[src/hdl/slef_pkg.sv]
// Shared types and constants for the slew-limited EMA vector filter.
// Used by the controller, the datapath and the top level; depends on nothing.
package slef_pkg;

    // Fixed field widths of the ports
    localparam int CH_W       = 3;
    localparam int CFG_IDX_W  = 2;
    localparam int CFG_DATA_W = 32;

    // Configuration register indexes
    localparam logic [CFG_IDX_W-1:0] REG_ALPHA    = 2'd0;
    localparam logic [CFG_IDX_W-1:0] REG_MAX_STEP = 2'd1;

    // Axis codes for the per-axis filter pass
    localparam logic [1:0] AXIS_X = 2'd0;
    localparam logic [1:0] AXIS_Y = 2'd1;
    localparam logic [1:0] AXIS_Z = 2'd2;

    // Sum-of-squares pass: three raw terms, then three filtered terms,
    // one extra count to drain the squarer register
    localparam int                    SQ_TERMS      = 6;
    localparam int                    SQ_CNT_W      = 3;
    localparam logic [SQ_CNT_W-1:0]   SQ_CNT_LAST   = 3'(SQ_TERMS);
    localparam logic [SQ_CNT_W-1:0]   SQ_FILT_FIRST = 3'd3;

    // Reset values: 500 N/s at 100 Hz in 1/4096 N, and alpha of 0.3
    localparam longint MAX_STEP_DEFAULT     = 20480;
    localparam int     ALPHA_DEFAULT_TENTHS = 3;

    typedef enum logic [2:0] {
        ST_IDLE,
        ST_SLEW,
        ST_MUL,
        ST_ADD,
        ST_SQUARE,
        ST_ROOT_INIT,
        ST_ROOT,
        ST_FINISH
    } slef_state_t;

    typedef struct packed {
        logic                load;
        logic                slew_en;
        logic                mul_en;
        logic                add_en;
        logic [1:0]          axis;
        logic                sq_mul;
        logic [SQ_CNT_W-1:0] sq_sel;
        logic                root_init;
        logic                root_step;
        logic                finish;
    } slef_cmd_t;

endpackage

[src/hdl/slew_limited_ema_vector_filter_top.sv]
// Slew-limited EMA filter for channel-tagged 3-axis force vectors; holds the
// alpha and max_step registers and joins slef_ctrl and slef_dp (slef_pkg).
// The first beat of a channel after reset passes through and seeds it; later
// beats are clamped per axis to max_step from the previous raw value and then
// smoothed with a Q1.ALPHA_FRAC_BITS alpha (values above 1.0 act as 1.0).
// Channels at or above CHANNELS pass through untouched. One item is in work
// at a time: the next item is accepted only after the finish step, which
// waits for a free result register; the time in work is set mostly by the
// bit-serial square roots that produce both magnitudes, one bit a cycle.
// A finished result waits in the output register, so the next item can enter
// while it is still stalled. The channel store needs no clearing pass.
module slew_limited_ema_vector_filter_top
    import slef_pkg::*;
#(
    parameter int CHANNELS        = 7,
    parameter int SAMPLE_BITS     = 24,
    parameter int ALPHA_FRAC_BITS = 16
) (
    input  logic                          clk,
    input  logic                          rst_n,
    input  logic                          cfg_valid,
    output logic                          cfg_ready,
    input  logic [CFG_IDX_W-1:0]          cfg_index,
    input  logic [CFG_DATA_W-1:0]         cfg_data,
    input  logic                          in_valid,
    output logic                          in_stall,
    input  logic [CH_W-1:0]               channel,
    input  logic signed [SAMPLE_BITS-1:0] x_in,
    input  logic signed [SAMPLE_BITS-1:0] y_in,
    input  logic signed [SAMPLE_BITS-1:0] z_in,
    output logic                          out_valid,
    input  logic                          out_stall,
    output logic [CH_W-1:0]               channel_out,
    output logic signed [SAMPLE_BITS-1:0] x_out,
    output logic signed [SAMPLE_BITS-1:0] y_out,
    output logic signed [SAMPLE_BITS-1:0] z_out,
    output logic [SAMPLE_BITS-1:0]        raw_magnitude,
    output logic [SAMPLE_BITS-1:0]        filtered_magnitude
);

    localparam int     SB        = SAMPLE_BITS;
    localparam int     AF        = ALPHA_FRAC_BITS;
    localparam longint ALPHA_RST =
        ((longint'(1) << AF) * ALPHA_DEFAULT_TENTHS + 5) / 10;
    localparam longint STEP_LIM  = (longint'(1) << (SB - 1)) - 1;
    localparam longint STEP_RST  =
        (STEP_LIM < MAX_STEP_DEFAULT) ? STEP_LIM : MAX_STEP_DEFAULT;
    localparam logic [AF:0] ALPHA_ONE = {1'b1, {AF{1'b0}}};

    logic [AF:0]   alpha_reg;
    logic [SB-2:0] max_step_reg;
    logic [AF:0]   alpha_eff;
    slef_cmd_t     cmd;

    assign cfg_ready = 1'b1;

    // Register writes
    always_ff @(posedge clk or negedge rst_n)
    begin
        if (!rst_n)
        begin
            alpha_reg    <= (AF+1)'(ALPHA_RST);
            max_step_reg <= (SB-1)'(STEP_RST);
        end
        else if (cfg_valid && cfg_ready)
        begin
            case (cfg_index)
                REG_ALPHA:    alpha_reg    <= cfg_data[AF:0];
                REG_MAX_STEP: max_step_reg <= cfg_data[SB-2:0];
                default:      alpha_reg    <= alpha_reg;
            endcase
        end
    end

    // Cap alpha at one
    assign alpha_eff = alpha_reg[AF] ? ALPHA_ONE : alpha_reg;

    slef_ctrl #(
        .SAMPLE_BITS (SAMPLE_BITS)
    ) u_ctrl (
        .clk       (clk),
        .rst_n     (rst_n),
        .in_valid  (in_valid),
        .in_stall  (in_stall),
        .out_valid (out_valid),
        .out_stall (out_stall),
        .cmd       (cmd)
    );

    slef_dp #(
        .CHANNELS        (CHANNELS),
        .SAMPLE_BITS     (SAMPLE_BITS),
        .ALPHA_FRAC_BITS (ALPHA_FRAC_BITS)
    ) u_dp (
        .clk                (clk),
        .rst_n              (rst_n),
        .cmd                (cmd),
        .alpha              (alpha_eff),
        .max_step           (max_step_reg),
        .channel            (channel),
        .x_in               (x_in),
        .y_in               (y_in),
        .z_in               (z_in),
        .channel_out        (channel_out),
        .x_out              (x_out),
        .y_out              (y_out),
        .z_out              (z_out),
        .raw_magnitude      (raw_magnitude),
        .filtered_magnitude (filtered_magnitude)
    );

    // One item in work at a time
    a_single_item: assert property (@(posedge clk) disable iff (!rst_n)
        (in_valid && !in_stall) |=> in_stall)
        else $error("second beat accepted while an item is in work");

    // A result appears only from the finish step
    a_out_from_finish: assert property (@(posedge clk) disable iff (!rst_n)
        $rose(out_valid) |-> $past(cmd.finish))
        else $error("result presented without a finish step");

    // Never overwrite a result that is still stalled
    a_finish_slot_free: assert property (@(posedge clk) disable iff (!rst_n)
        cmd.finish |-> (!out_valid || !out_stall))
        else $error("result register overwritten while stalled");

    // Datapath steps are exclusive
    a_cmd_exclusive: assert property (@(posedge clk) disable iff (!rst_n)
        $onehot0({cmd.load, cmd.slew_en, cmd.mul_en, cmd.add_en, cmd.sq_mul,
                  cmd.root_init, cmd.root_step, cmd.finish}))
        else $error("overlapping datapath commands");

endmodule

[src/hdl/slef_isqrt.sv]
// Bit-serial floor square root, one result bit per step.
// Standalone; sequenced by the datapath's init and step strobes.
module slef_isqrt #(
    parameter int ROOT_W = 25
) (
    input  logic                  clk,
    input  logic                  init,
    input  logic                  step,
    input  logic [2*ROOT_W-1:0]   radicand,
    output logic [ROOT_W-1:0]     root
);

    localparam int REM_W = ROOT_W + 2;

    logic [2*ROOT_W-1:0] rad_reg;
    logic [REM_W-1:0]    rem_reg;
    logic [ROOT_W-1:0]   root_reg;

    logic [REM_W-1:0]    rem_sh;
    logic [REM_W-1:0]    trial;
    logic                fits;

    // Bring down the next two radicand bits and try the next root bit
    always_comb
    begin
        rem_sh = {rem_reg[ROOT_W-1:0], rad_reg[2*ROOT_W-1 -: 2]};
        trial  = {root_reg, 2'b01};
        fits   = (rem_sh >= trial);
    end

    // Load, then advance one bit per step
    always_ff @(posedge clk)
    begin
        if (init)
        begin
            rad_reg  <= radicand;
            rem_reg  <= '0;
            root_reg <= '0;
        end
        else if (step)
        begin
            rad_reg  <= {rad_reg[2*ROOT_W-3:0], 2'b00};
            rem_reg  <= fits ? (rem_sh - trial) : rem_sh;
            root_reg <= {root_reg[ROOT_W-2:0], fits};
        end
    end

    assign root = root_reg;

endmodule

[src/hdl/slef_dp.sv]
// Datapath: channel state memory, slew limit, EMA, sums of squares and
// output register. Depends on slef_pkg and slef_isqrt.
module slef_dp
    import slef_pkg::*;
#(
    parameter int CHANNELS        = 7,
    parameter int SAMPLE_BITS     = 24,
    parameter int ALPHA_FRAC_BITS = 16
) (
    input  logic                          clk,
    input  logic                          rst_n,
    input  slef_cmd_t                     cmd,
    input  logic [ALPHA_FRAC_BITS:0]      alpha,
    input  logic [SAMPLE_BITS-2:0]        max_step,
    input  logic [CH_W-1:0]               channel,
    input  logic signed [SAMPLE_BITS-1:0] x_in,
    input  logic signed [SAMPLE_BITS-1:0] y_in,
    input  logic signed [SAMPLE_BITS-1:0] z_in,
    output logic [CH_W-1:0]               channel_out,
    output logic signed [SAMPLE_BITS-1:0] x_out,
    output logic signed [SAMPLE_BITS-1:0] y_out,
    output logic signed [SAMPLE_BITS-1:0] z_out,
    output logic [SAMPLE_BITS-1:0]        raw_magnitude,
    output logic [SAMPLE_BITS-1:0]        filtered_magnitude
);

    localparam int SB      = SAMPLE_BITS;
    localparam int AF      = ALPHA_FRAC_BITS;
    localparam int IDX_W   = (CHANNELS > 1) ? $clog2(CHANNELS) : 1;
    localparam int ENTRY_W = 6 * SB;
    localparam int PROD_W  = SB + AF + 3;
    localparam int SQ_W    = 2 * SB;
    localparam int SUM_W   = 2 * SB + 2;
    localparam int ROOT_W  = SB + 1;

    localparam logic signed [SB-1:0]     SMAX   = {1'b0, {(SB-1){1'b1}}};
    localparam logic signed [SB-1:0]     SMIN   = {1'b1, {(SB-1){1'b0}}};
    localparam logic signed [PROD_W-1:0] SMAX_W = PROD_W'(SMAX);
    localparam logic signed [PROD_W-1:0] SMIN_W = PROD_W'(SMIN);
    localparam logic signed [PROD_W-1:0] HALF   =
        {{(PROD_W-AF){1'b0}}, 1'b1, {(AF-1){1'b0}}};

    // Per-channel store: low three words previous raw, high three smoothed
    logic [ENTRY_W-1:0]      mem [CHANNELS];
    logic [ENTRY_W-1:0]      rd_reg;
    logic [CHANNELS-1:0]     seen_reg;

    logic [CH_W-1:0]         ch_reg;
    logic [IDX_W-1:0]        idx_reg;
    logic                    inrange_reg;
    logic                    bypass_reg;
    logic signed [SB-1:0]    raw_reg  [3];
    logic signed [SB-1:0]    filt_reg [3];
    logic signed [SB-1:0]    slew_reg;
    logic signed [PROD_W-1:0] prod_reg;
    logic [SQ_W-1:0]         sq_reg;
    logic                    sq_valid_d_reg;
    logic                    sq_raw_d_reg;
    logic [SUM_W-1:0]        sum_raw_reg;
    logic [SUM_W-1:0]        sum_filt_reg;

    logic [CH_W-1:0]         channel_out_reg;
    logic signed [SB-1:0]    x_out_reg;
    logic signed [SB-1:0]    y_out_reg;
    logic signed [SB-1:0]    z_out_reg;
    logic [SB-1:0]           raw_mag_reg;
    logic [SB-1:0]           filt_mag_reg;

    logic                    in_range;
    logic [IDX_W-1:0]        rd_idx;
    logic signed [SB-1:0]    cur_raw;
    logic signed [SB-1:0]    cur_prev;
    logic signed [SB-1:0]    cur_st;
    logic signed [SB:0]      diff;
    logic signed [SB:0]      step_lim;
    logic signed [SB:0]      lim_hi;
    logic signed [SB:0]      lim_lo;
    logic signed [SB:0]      slew_wide;
    logic signed [SB-1:0]    slew_val;
    logic signed [SB:0]      ema_diff;
    logic signed [AF+1:0]    alpha_s;
    logic signed [PROD_W-1:0] ema_sum;
    logic signed [PROD_W-1:0] ema_shift;
    logic signed [SB-1:0]    ema_val;
    logic signed [SB-1:0]    sq_src;
    logic [SB-1:0]           sq_abs;
    logic [ROOT_W-1:0]       raw_root;
    logic [ROOT_W-1:0]       filt_root;

    // Channel decode; out-of-range channels read entry zero and bypass
    always_comb
    begin
        in_range = (int'(channel) < CHANNELS);
        rd_idx   = in_range ? IDX_W'(channel) : '0;
    end

    // Select the axis under work
    always_comb
    begin
        case (cmd.axis)
            AXIS_X:
            begin
                cur_raw  = raw_reg[0];
                cur_prev = rd_reg[0*SB +: SB];
                cur_st   = rd_reg[3*SB +: SB];
            end
            AXIS_Y:
            begin
                cur_raw  = raw_reg[1];
                cur_prev = rd_reg[1*SB +: SB];
                cur_st   = rd_reg[4*SB +: SB];
            end
            default:
            begin
                cur_raw  = raw_reg[2];
                cur_prev = rd_reg[2*SB +: SB];
                cur_st   = rd_reg[5*SB +: SB];
            end
        endcase
    end

    // Clamp the step against the previous raw value, then saturate
    always_comb
    begin
        diff     = {cur_raw[SB-1], cur_raw} - {cur_prev[SB-1], cur_prev};
        step_lim = {2'b00, max_step};
        lim_hi   = {cur_prev[SB-1], cur_prev} + step_lim;
        lim_lo   = {cur_prev[SB-1], cur_prev} - step_lim;
        if (diff > step_lim)
            slew_wide = lim_hi;
        else if (diff < -step_lim)
            slew_wide = lim_lo;
        else
            slew_wide = {cur_raw[SB-1], cur_raw};
        if (slew_wide[SB] != slew_wide[SB-1])
            slew_val = slew_wide[SB] ? SMIN : SMAX;
        else
            slew_val = slew_wide[SB-1:0];
    end

    // EMA as smooth + alpha * (slewed - smooth), rounded half up
    always_comb
    begin
        ema_diff  = {slew_reg[SB-1], slew_reg} - {cur_st[SB-1], cur_st};
        alpha_s   = {1'b0, alpha};
        ema_sum   = prod_reg + (PROD_W'(cur_st) <<< AF) + HALF;
        ema_shift = ema_sum >>> AF;
        if (ema_shift > SMAX_W)
            ema_val = SMAX;
        else if (ema_shift < SMIN_W)
            ema_val = SMIN;
        else
            ema_val = ema_shift[SB-1:0];
    end

    // Pick the term to square: raw axes first, then filtered
    always_comb
    begin
        case (cmd.sq_sel)
            3'd0:    sq_src = raw_reg[0];
            3'd1:    sq_src = raw_reg[1];
            3'd2:    sq_src = raw_reg[2];
            3'd3:    sq_src = filt_reg[0];
            3'd4:    sq_src = filt_reg[1];
            default: sq_src = filt_reg[2];
        endcase
        sq_abs = sq_src[SB-1] ? $unsigned(-sq_src) : $unsigned(sq_src);
    end

    // Capture the beat and read the channel's stored entry
    always_ff @(posedge clk)
    begin
        if (cmd.load)
        begin
            ch_reg      <= channel;
            raw_reg[0]  <= x_in;
            raw_reg[1]  <= y_in;
            raw_reg[2]  <= z_in;
            idx_reg     <= rd_idx;
            inrange_reg <= in_range;
            bypass_reg  <= !in_range || !seen_reg[rd_idx];
            rd_reg      <= mem[rd_idx];
        end
        if (cmd.finish && inrange_reg)
        begin
            mem[idx_reg] <= {filt_reg[2], filt_reg[1], filt_reg[0],
                             raw_reg[2], raw_reg[1], raw_reg[0]};
        end
    end

    // Mark channels seeded
    always_ff @(posedge clk or negedge rst_n)
    begin
        if (!rst_n)
            seen_reg <= '0;
        else if (cmd.finish && inrange_reg)
            seen_reg[idx_reg] <= 1'b1;
    end

    // Per-axis filter pipeline: slew, multiply, add and store
    always_ff @(posedge clk)
    begin
        if (cmd.slew_en)
            slew_reg <= slew_val;
        if (cmd.mul_en)
            prod_reg <= ema_diff * alpha_s;
        if (cmd.add_en)
        begin
            case (cmd.axis)
                AXIS_X:  filt_reg[0] <= bypass_reg ? cur_raw : ema_val;
                AXIS_Y:  filt_reg[1] <= bypass_reg ? cur_raw : ema_val;
                default: filt_reg[2] <= bypass_reg ? cur_raw : ema_val;
            endcase
        end
    end

    // Track which squarer result is pending
    always_ff @(posedge clk or negedge rst_n)
    begin
        if (!rst_n)
        begin
            sq_valid_d_reg <= 1'b0;
            sq_raw_d_reg   <= 1'b0;
        end
        else
        begin
            sq_valid_d_reg <= cmd.sq_mul;
            sq_raw_d_reg   <= (cmd.sq_sel < SQ_FILT_FIRST);
        end
    end

    // Square, then accumulate the registered square in the next cycle
    always_ff @(posedge clk)
    begin
        if (cmd.sq_mul)
            sq_reg <= sq_abs * sq_abs;
        if (cmd.load)
        begin
            sum_raw_reg  <= '0;
            sum_filt_reg <= '0;
        end
        else if (sq_valid_d_reg)
        begin
            if (sq_raw_d_reg)
                sum_raw_reg <= sum_raw_reg + SUM_W'(sq_reg);
            else
                sum_filt_reg <= sum_filt_reg + SUM_W'(sq_reg);
        end
    end

    slef_isqrt #(
        .ROOT_W (ROOT_W)
    ) u_raw_root (
        .clk      (clk),
        .init     (cmd.root_init),
        .step     (cmd.root_step),
        .radicand (sum_raw_reg),
        .root     (raw_root)
    );

    slef_isqrt #(
        .ROOT_W (ROOT_W)
    ) u_filt_root (
        .clk      (clk),
        .init     (cmd.root_init),
        .step     (cmd.root_step),
        .radicand (sum_filt_reg),
        .root     (filt_root)
    );

    // Load the result register
    always_ff @(posedge clk)
    begin
        if (cmd.finish)
        begin
            channel_out_reg <= ch_reg;
            x_out_reg       <= filt_reg[0];
            y_out_reg       <= filt_reg[1];
            z_out_reg       <= filt_reg[2];
            raw_mag_reg     <= raw_root[SB-1:0];
            filt_mag_reg    <= filt_root[SB-1:0];
        end
    end

    assign channel_out        = channel_out_reg;
    assign x_out              = x_out_reg;
    assign y_out              = y_out_reg;
    assign z_out              = z_out_reg;
    assign raw_magnitude      = raw_mag_reg;
    assign filtered_magnitude = filt_mag_reg;

endmodule

[src/hdl/slef_ctrl.sv]
// Controller: sequences one item through the datapath and owns the
// handshake state. Depends on slef_pkg.
module slef_ctrl
    import slef_pkg::*;
#(
    parameter int SAMPLE_BITS = 24
) (
    input  logic      clk,
    input  logic      rst_n,
    input  logic      in_valid,
    output logic      in_stall,
    output logic      out_valid,
    input  logic      out_stall,
    output slef_cmd_t cmd
);

    localparam int                ROOT_STEPS = SAMPLE_BITS + 1;
    localparam int                STEP_W     = $clog2(ROOT_STEPS + 1);
    localparam logic [STEP_W-1:0] STEP_LAST  = STEP_W'(ROOT_STEPS - 1);

    slef_state_t          state_reg;
    slef_state_t          state_next;
    logic [1:0]           axis_reg;
    logic [1:0]           axis_next;
    logic [SQ_CNT_W-1:0]  sq_reg;
    logic [SQ_CNT_W-1:0]  sq_next;
    logic [STEP_W-1:0]    step_reg;
    logic [STEP_W-1:0]    step_next;
    logic                 out_valid_reg;
    logic                 out_valid_next;
    logic                 slot_free;

    assign slot_free = !out_valid_reg || !out_stall;

    // Next state and counters
    always_comb
    begin
        state_next = state_reg;
        axis_next  = axis_reg;
        sq_next    = sq_reg;
        step_next  = step_reg;
        case (state_reg)
            ST_IDLE:
            begin
                if (in_valid)
                begin
                    state_next = ST_SLEW;
                    axis_next  = AXIS_X;
                end
            end
            ST_SLEW:
                state_next = ST_MUL;
            ST_MUL:
                state_next = ST_ADD;
            ST_ADD:
            begin
                if (axis_reg == AXIS_Z)
                begin
                    state_next = ST_SQUARE;
                    sq_next    = '0;
                end
                else
                begin
                    state_next = ST_SLEW;
                    axis_next  = axis_reg + 2'd1;
                end
            end
            ST_SQUARE:
            begin
                if (sq_reg == SQ_CNT_LAST)
                    state_next = ST_ROOT_INIT;
                else
                    sq_next = sq_reg + 1'b1;
            end
            ST_ROOT_INIT:
            begin
                state_next = ST_ROOT;
                step_next  = '0;
            end
            ST_ROOT:
            begin
                if (step_reg == STEP_LAST)
                    state_next = ST_FINISH;
                else
                    step_next = step_reg + 1'b1;
            end
            ST_FINISH:
            begin
                if (slot_free)
                    state_next = ST_IDLE;
            end
            default:
                state_next = ST_IDLE;
        endcase
    end

    // Commands to the datapath
    always_comb
    begin
        cmd           = '0;
        cmd.axis      = axis_reg;
        cmd.sq_sel    = sq_reg;
        case (state_reg)
            ST_IDLE:      cmd.load      = in_valid;
            ST_SLEW:      cmd.slew_en   = 1'b1;
            ST_MUL:       cmd.mul_en    = 1'b1;
            ST_ADD:       cmd.add_en    = 1'b1;
            ST_SQUARE:    cmd.sq_mul    = (sq_reg != SQ_CNT_LAST);
            ST_ROOT_INIT: cmd.root_init = 1'b1;
            ST_ROOT:      cmd.root_step = 1'b1;
            ST_FINISH:    cmd.finish    = slot_free;
            default:      cmd.load      = 1'b0;
        endcase
    end

    // Hold a result until the beat is taken
    always_comb
    begin
        if (cmd.finish)
            out_valid_next = 1'b1;
        else if (!out_stall)
            out_valid_next = 1'b0;
        else
            out_valid_next = out_valid_reg;
    end

    always_ff @(posedge clk or negedge rst_n)
    begin
        if (!rst_n)
        begin
            state_reg     <= ST_IDLE;
            axis_reg      <= AXIS_X;
            sq_reg        <= '0;
            step_reg      <= '0;
            out_valid_reg <= 1'b0;
        end
        else
        begin
            state_reg     <= state_next;
            axis_reg      <= axis_next;
            sq_reg        <= sq_next;
            step_reg      <= step_next;
            out_valid_reg <= out_valid_next;
        end
    end

    assign in_stall  = (state_reg != ST_IDLE);
    assign out_valid = out_valid_reg;

endmodule

[config.mk]
export PLATFORM = sky130hd
export DESIGN_NAME = slew_limited_ema_vector_filter_top
export DESIGN_NICKNAME = d
export VERILOG_FILES = /design/src/hdl/slef_pkg.sv /design/src/hdl/slew_limited_ema_vector_filter_top.sv /design/src/hdl/slef_isqrt.sv /design/src/hdl/slef_dp.sv /design/src/hdl/slef_ctrl.sv
export SDC_FILE = /design/constraint.sdc
export NUM_CORES = 2
export LEC_CHECK = 0
export BUFFER_PORTS_ARGS = -buffer_cell sky130_fd_sc_hd__clkbuf_2
export CELL_PAD_IN_SITES_DETAIL_PLACEMENT = 2
export CELL_PAD_IN_SITES_GLOBAL_PLACEMENT = 2
export CORE_MARGIN = 4
export CORE_UTILIZATION = 41
export CTS_BUF_LIST = sky130_fd_sc_hd__clkbuf_4 sky130_fd_sc_hd__clkbuf_8
export CTS_CLUSTER_SIZE = 20
export DETAILED_ROUTE_END_ITERATION = 7
export HOLD_SLACK_MARGIN = 0.06
export PLACE_DENSITY_LB_ADDON = 0.1
export SLEW_MARGIN = 20
export SYNTH_ARGS = -nofsm -noshare
export SYNTH_HDL_FRONTEND = slang
export SYNTH_HIERARCHICAL = 1
export SYNTH_SLANG_ARGS = --single-unit
[constraint.sdc]
create_clock -name clk -period 13.06 [get_ports clk]
set_input_delay 1.306 -clock clk [delete_from_list [all_inputs] [get_ports clk]]
set_output_delay 1.306 -clock clk [all_outputs]
set_load 0.005 [all_outputs]
==> results.toml <==
[status]
status = "complete, no violations"

[global_route]
grt_pass1_vias = 94600
overflow = 0
grt_use_met1_pct = 37.0
grt_util_met3_pct = 4.19
grt_use_total_pct = 27.5
antenna_found_initial = 35
met2_usage_pct = 46.0
grt_pass1_wl_microns = 623000
grt_max_degree = 134
busiest_layer = "met2"

[clock_tree]
root_buffer = "clkbuf_8"
clk_pin_slew_worst_paths_ns = 0.06
clock_latency_ns = 1.09
cts-hold-fix-buffers = 0
htree_levels = 5
cts_setup_buffers = 0
clock_path_buffers = 4
cts_buffers = 331
ctsResizeCount = 0
clock_sinks = 1889
cts_tree = "built"

[worst_setup_path]
slowest_delay_ns = 0.76
end_kind = "flip-flop"
crit_type = "flip-flop to flip-flop"
cpMostUsedCell = "fa_1"
critPathBufInv = 9
worstPathArrival_ns = 12.36
required_ns = 13.74
crit_family = "adder cells"
cp_slowest_cell = "dfrtp_2"
startpoint_type = "flip-flop"
critPathMaxFanout = 19

[sta]
setup_viol = 0
hold_viol_final = 0
rsz0062_at_grt = "false"
hold_ws_ns = 0.271
max_slew_margin_pct = 22.5
fin_crit_sh_pct = 89.5
max_freq_ghz = 0.0856
slew_viol_final = 0
post-route-min-period_ns = 11.68
setup_tns_ns = 0
layout_setup_ws_ns = 1.38
fin_skew_ns = 0.163
tightest_slew_ns = 1.15

[placement]
place_congestion = 0.840
dp_hpwl_microns = 298000
numPortBuffers = 229
dp_slack_ns = 1.42

[floorplan]
die_w_microns = 546
dieArea_sq_um = 298000
fp.dieH_microns = 546
start_util_pct = 41.2
boundaryPins = 240
rows = 197
core-area_sq_um = 288000

[drt]
ant_nets = 0
wl_per_cell_microns = 28.3
vias = 83400
drtIter0Drc = 6045
post_drt_via_cell_ratio = 5.70
finalWirelength_microns = 415000
dr.pass1.iters = 6
drt_drc_violations_left = 0

[logic_synthesis]
yosysWarnings = 6
synth_edf_count = 1626
async_flop_share_pct = 3.34
synthFlopType = "edfxtp_1"
ys_seq_area_share_pct = 45.9
syn_inst = 10200
synth.avg_cell_area_sq_um = 11.6
synth_area_sq_um = 119000
ys_seq_elements = 1889
ys_types = 127

[flow_run]
drv_cap = 0

[layout]
area_delta_synth_final_pct = 10.5
largest_reg_flops = 1008
layout-drive-gt1-share_pct = 13.5
nets = 12100

[min_path]
min-delay-path-class = "primary input to asynchronous set/reset pin"
==> metal layers <==
layer,wire [microns],up-vias,part of all wire [%]
li1,-,36200,-
met1,179000,44200,43
met2,198000,2377,48
met3,23400,645,5.6
met4,13900,6,3.3
met5,47,-,0.011
==> Yosys cell counts (145+ instances only) <==
library cell,n,area (sq um)
mux4_2,161,3630
xnor2_1,230,2010
nand2_1,1303,4890
a21oi_1,701,3510
o21ai_0,414,2070
dfxtp_1,200,4000
inv_1,1246,4680
ha_1,600,7510
edfxtp_1,1626,48800
clkbuf_1,289,1080
mux2i_1,167,1670
fa_1,842,16900
a21o_1,145,1090
nor2_1,457,1720
mux2_2,152,1710
and2_1,171,1070
==> placed cells by master (no fill, tap or decap), types with 53 or more instances in the layout <==
| cell type | synthesis | layout |
|---|---|---|
| dfxtp_1 | 200 | 200 |
| mux2i_1 | 167 | 167 |
| and2_1 | 171 | 168 |
| mux2_2 | 152 | 152 |
| buf_4 | 11 | 179 |
| clkbuf_8 | 0 | 346 |
| nor2b_1 | 91 | 79 |
| ha_1 | 600 | 600 |
| nand2_1 | 1303 | 1301 |
| o21ai_1 | 25 | 53 |
| nand3_1 | 98 | 98 |
| clkinv_1 | 1 | 75 |
| mux4_2 | 161 | 161 |
| fa_1 | 842 | 842 |
| o21a_1 | 70 | 70 |
| xor2_1 | 79 | 78 |
| edfxtp_1 | 1626 | 1626 |
| clkbuf_2 | 0 | 228 |
| a21oi_1 | 701 | 698 |
| a21o_1 | 145 | 145 |
| xnor2_1 | 230 | 226 |
| o21ai_0 | 414 | 385 |
| nor3_1 | 91 | 89 |
| clkbuf_4 | 0 | 118 |
| inv_1 | 1246 | 1243 |
| a211oi_1 | 74 | 74 |
| nor2_1 | 457 | 448 |
==> per-stage QoR <==
stage / std cells / util (%) / cell area, sq um
3_5_place_dp: 14000 / 43.2 / 124000
2_1_floorplan: 10300 / - / 119000
4_1_cts: 14600 / 45.5 / 131000
5_1_grt: 14600 / 45.5 / 131000
6_report: 14600 / 45.5 / 131000
3_3_place_gp: 14000 / 43.2 / 124000
==> cell families after synthesis <==
family / after synthesis / synth area share (%)
xor+xnor: 318 / 2.42
other cells: 3 / 0.00949
fa+ha+maj: 1447 / 20.6
buf+inv: 1706 / 5.61
simple gates: 2530 / 9.69
compound gates: 1870 / 9.87
flops: 1889 / 45.9
mux: 482 / 5.93
==> worst reg2reg max path, delay by kind of cell (launching register included) <==
kind | cells | cell delay, ns
AOI/OAI and AO/OA | 11 | 2.54
DFF | 1 | 0.76
and+or+nand+nor | 7 | 1.25
adders and majority gates | 9 | 4.33
muxes | 1 | 0.67
buffers and inverters | 9 | 1.66
xor gates and xnor gates | 2 | 0.17
==> worst paths after layout <==
kind	depth (start not counted)	startpoint	slack, ns	to
hold reg to reg	0	u_dp/ch_reg[2]	0.41	u_dp/channel_out[2]
setup / recovery	39	u_ctrl/sq_reg[0]	1.38	u_dp/sq_reg[45]
min in group clk	0	u_dp/ch_reg[2]	0.41	u_dp/channel_out[2]
setup reg to reg	39	u_ctrl/sq_reg[0]	1.38	u_dp/sq_reg[45]
hold / removal	1	rst_n	0.27	max_step_reg[21]
max in group asynchronous	1	rst_n	12.05	u_ctrl/sq_reg[2]
==> layout make-up <==
type | instances | area [sq um]
Sequential cell | 1889 | 54400
Clock inverter | 135 | 967
Multi-Input combinational cell | 6665 | 57900
Timing Repair Buffer | 416 | 2660
Tap cell | 3781 | 4730
Clock buffer | 464 | 5650
Antenna cell | 12 | 30.0
Inverter | 1265 | 4760
Fill cell | 28900 | 157000
Power is not shown: default switching activity piles up to over one toggle a cycle in this logic, so the estimate is an artifact.
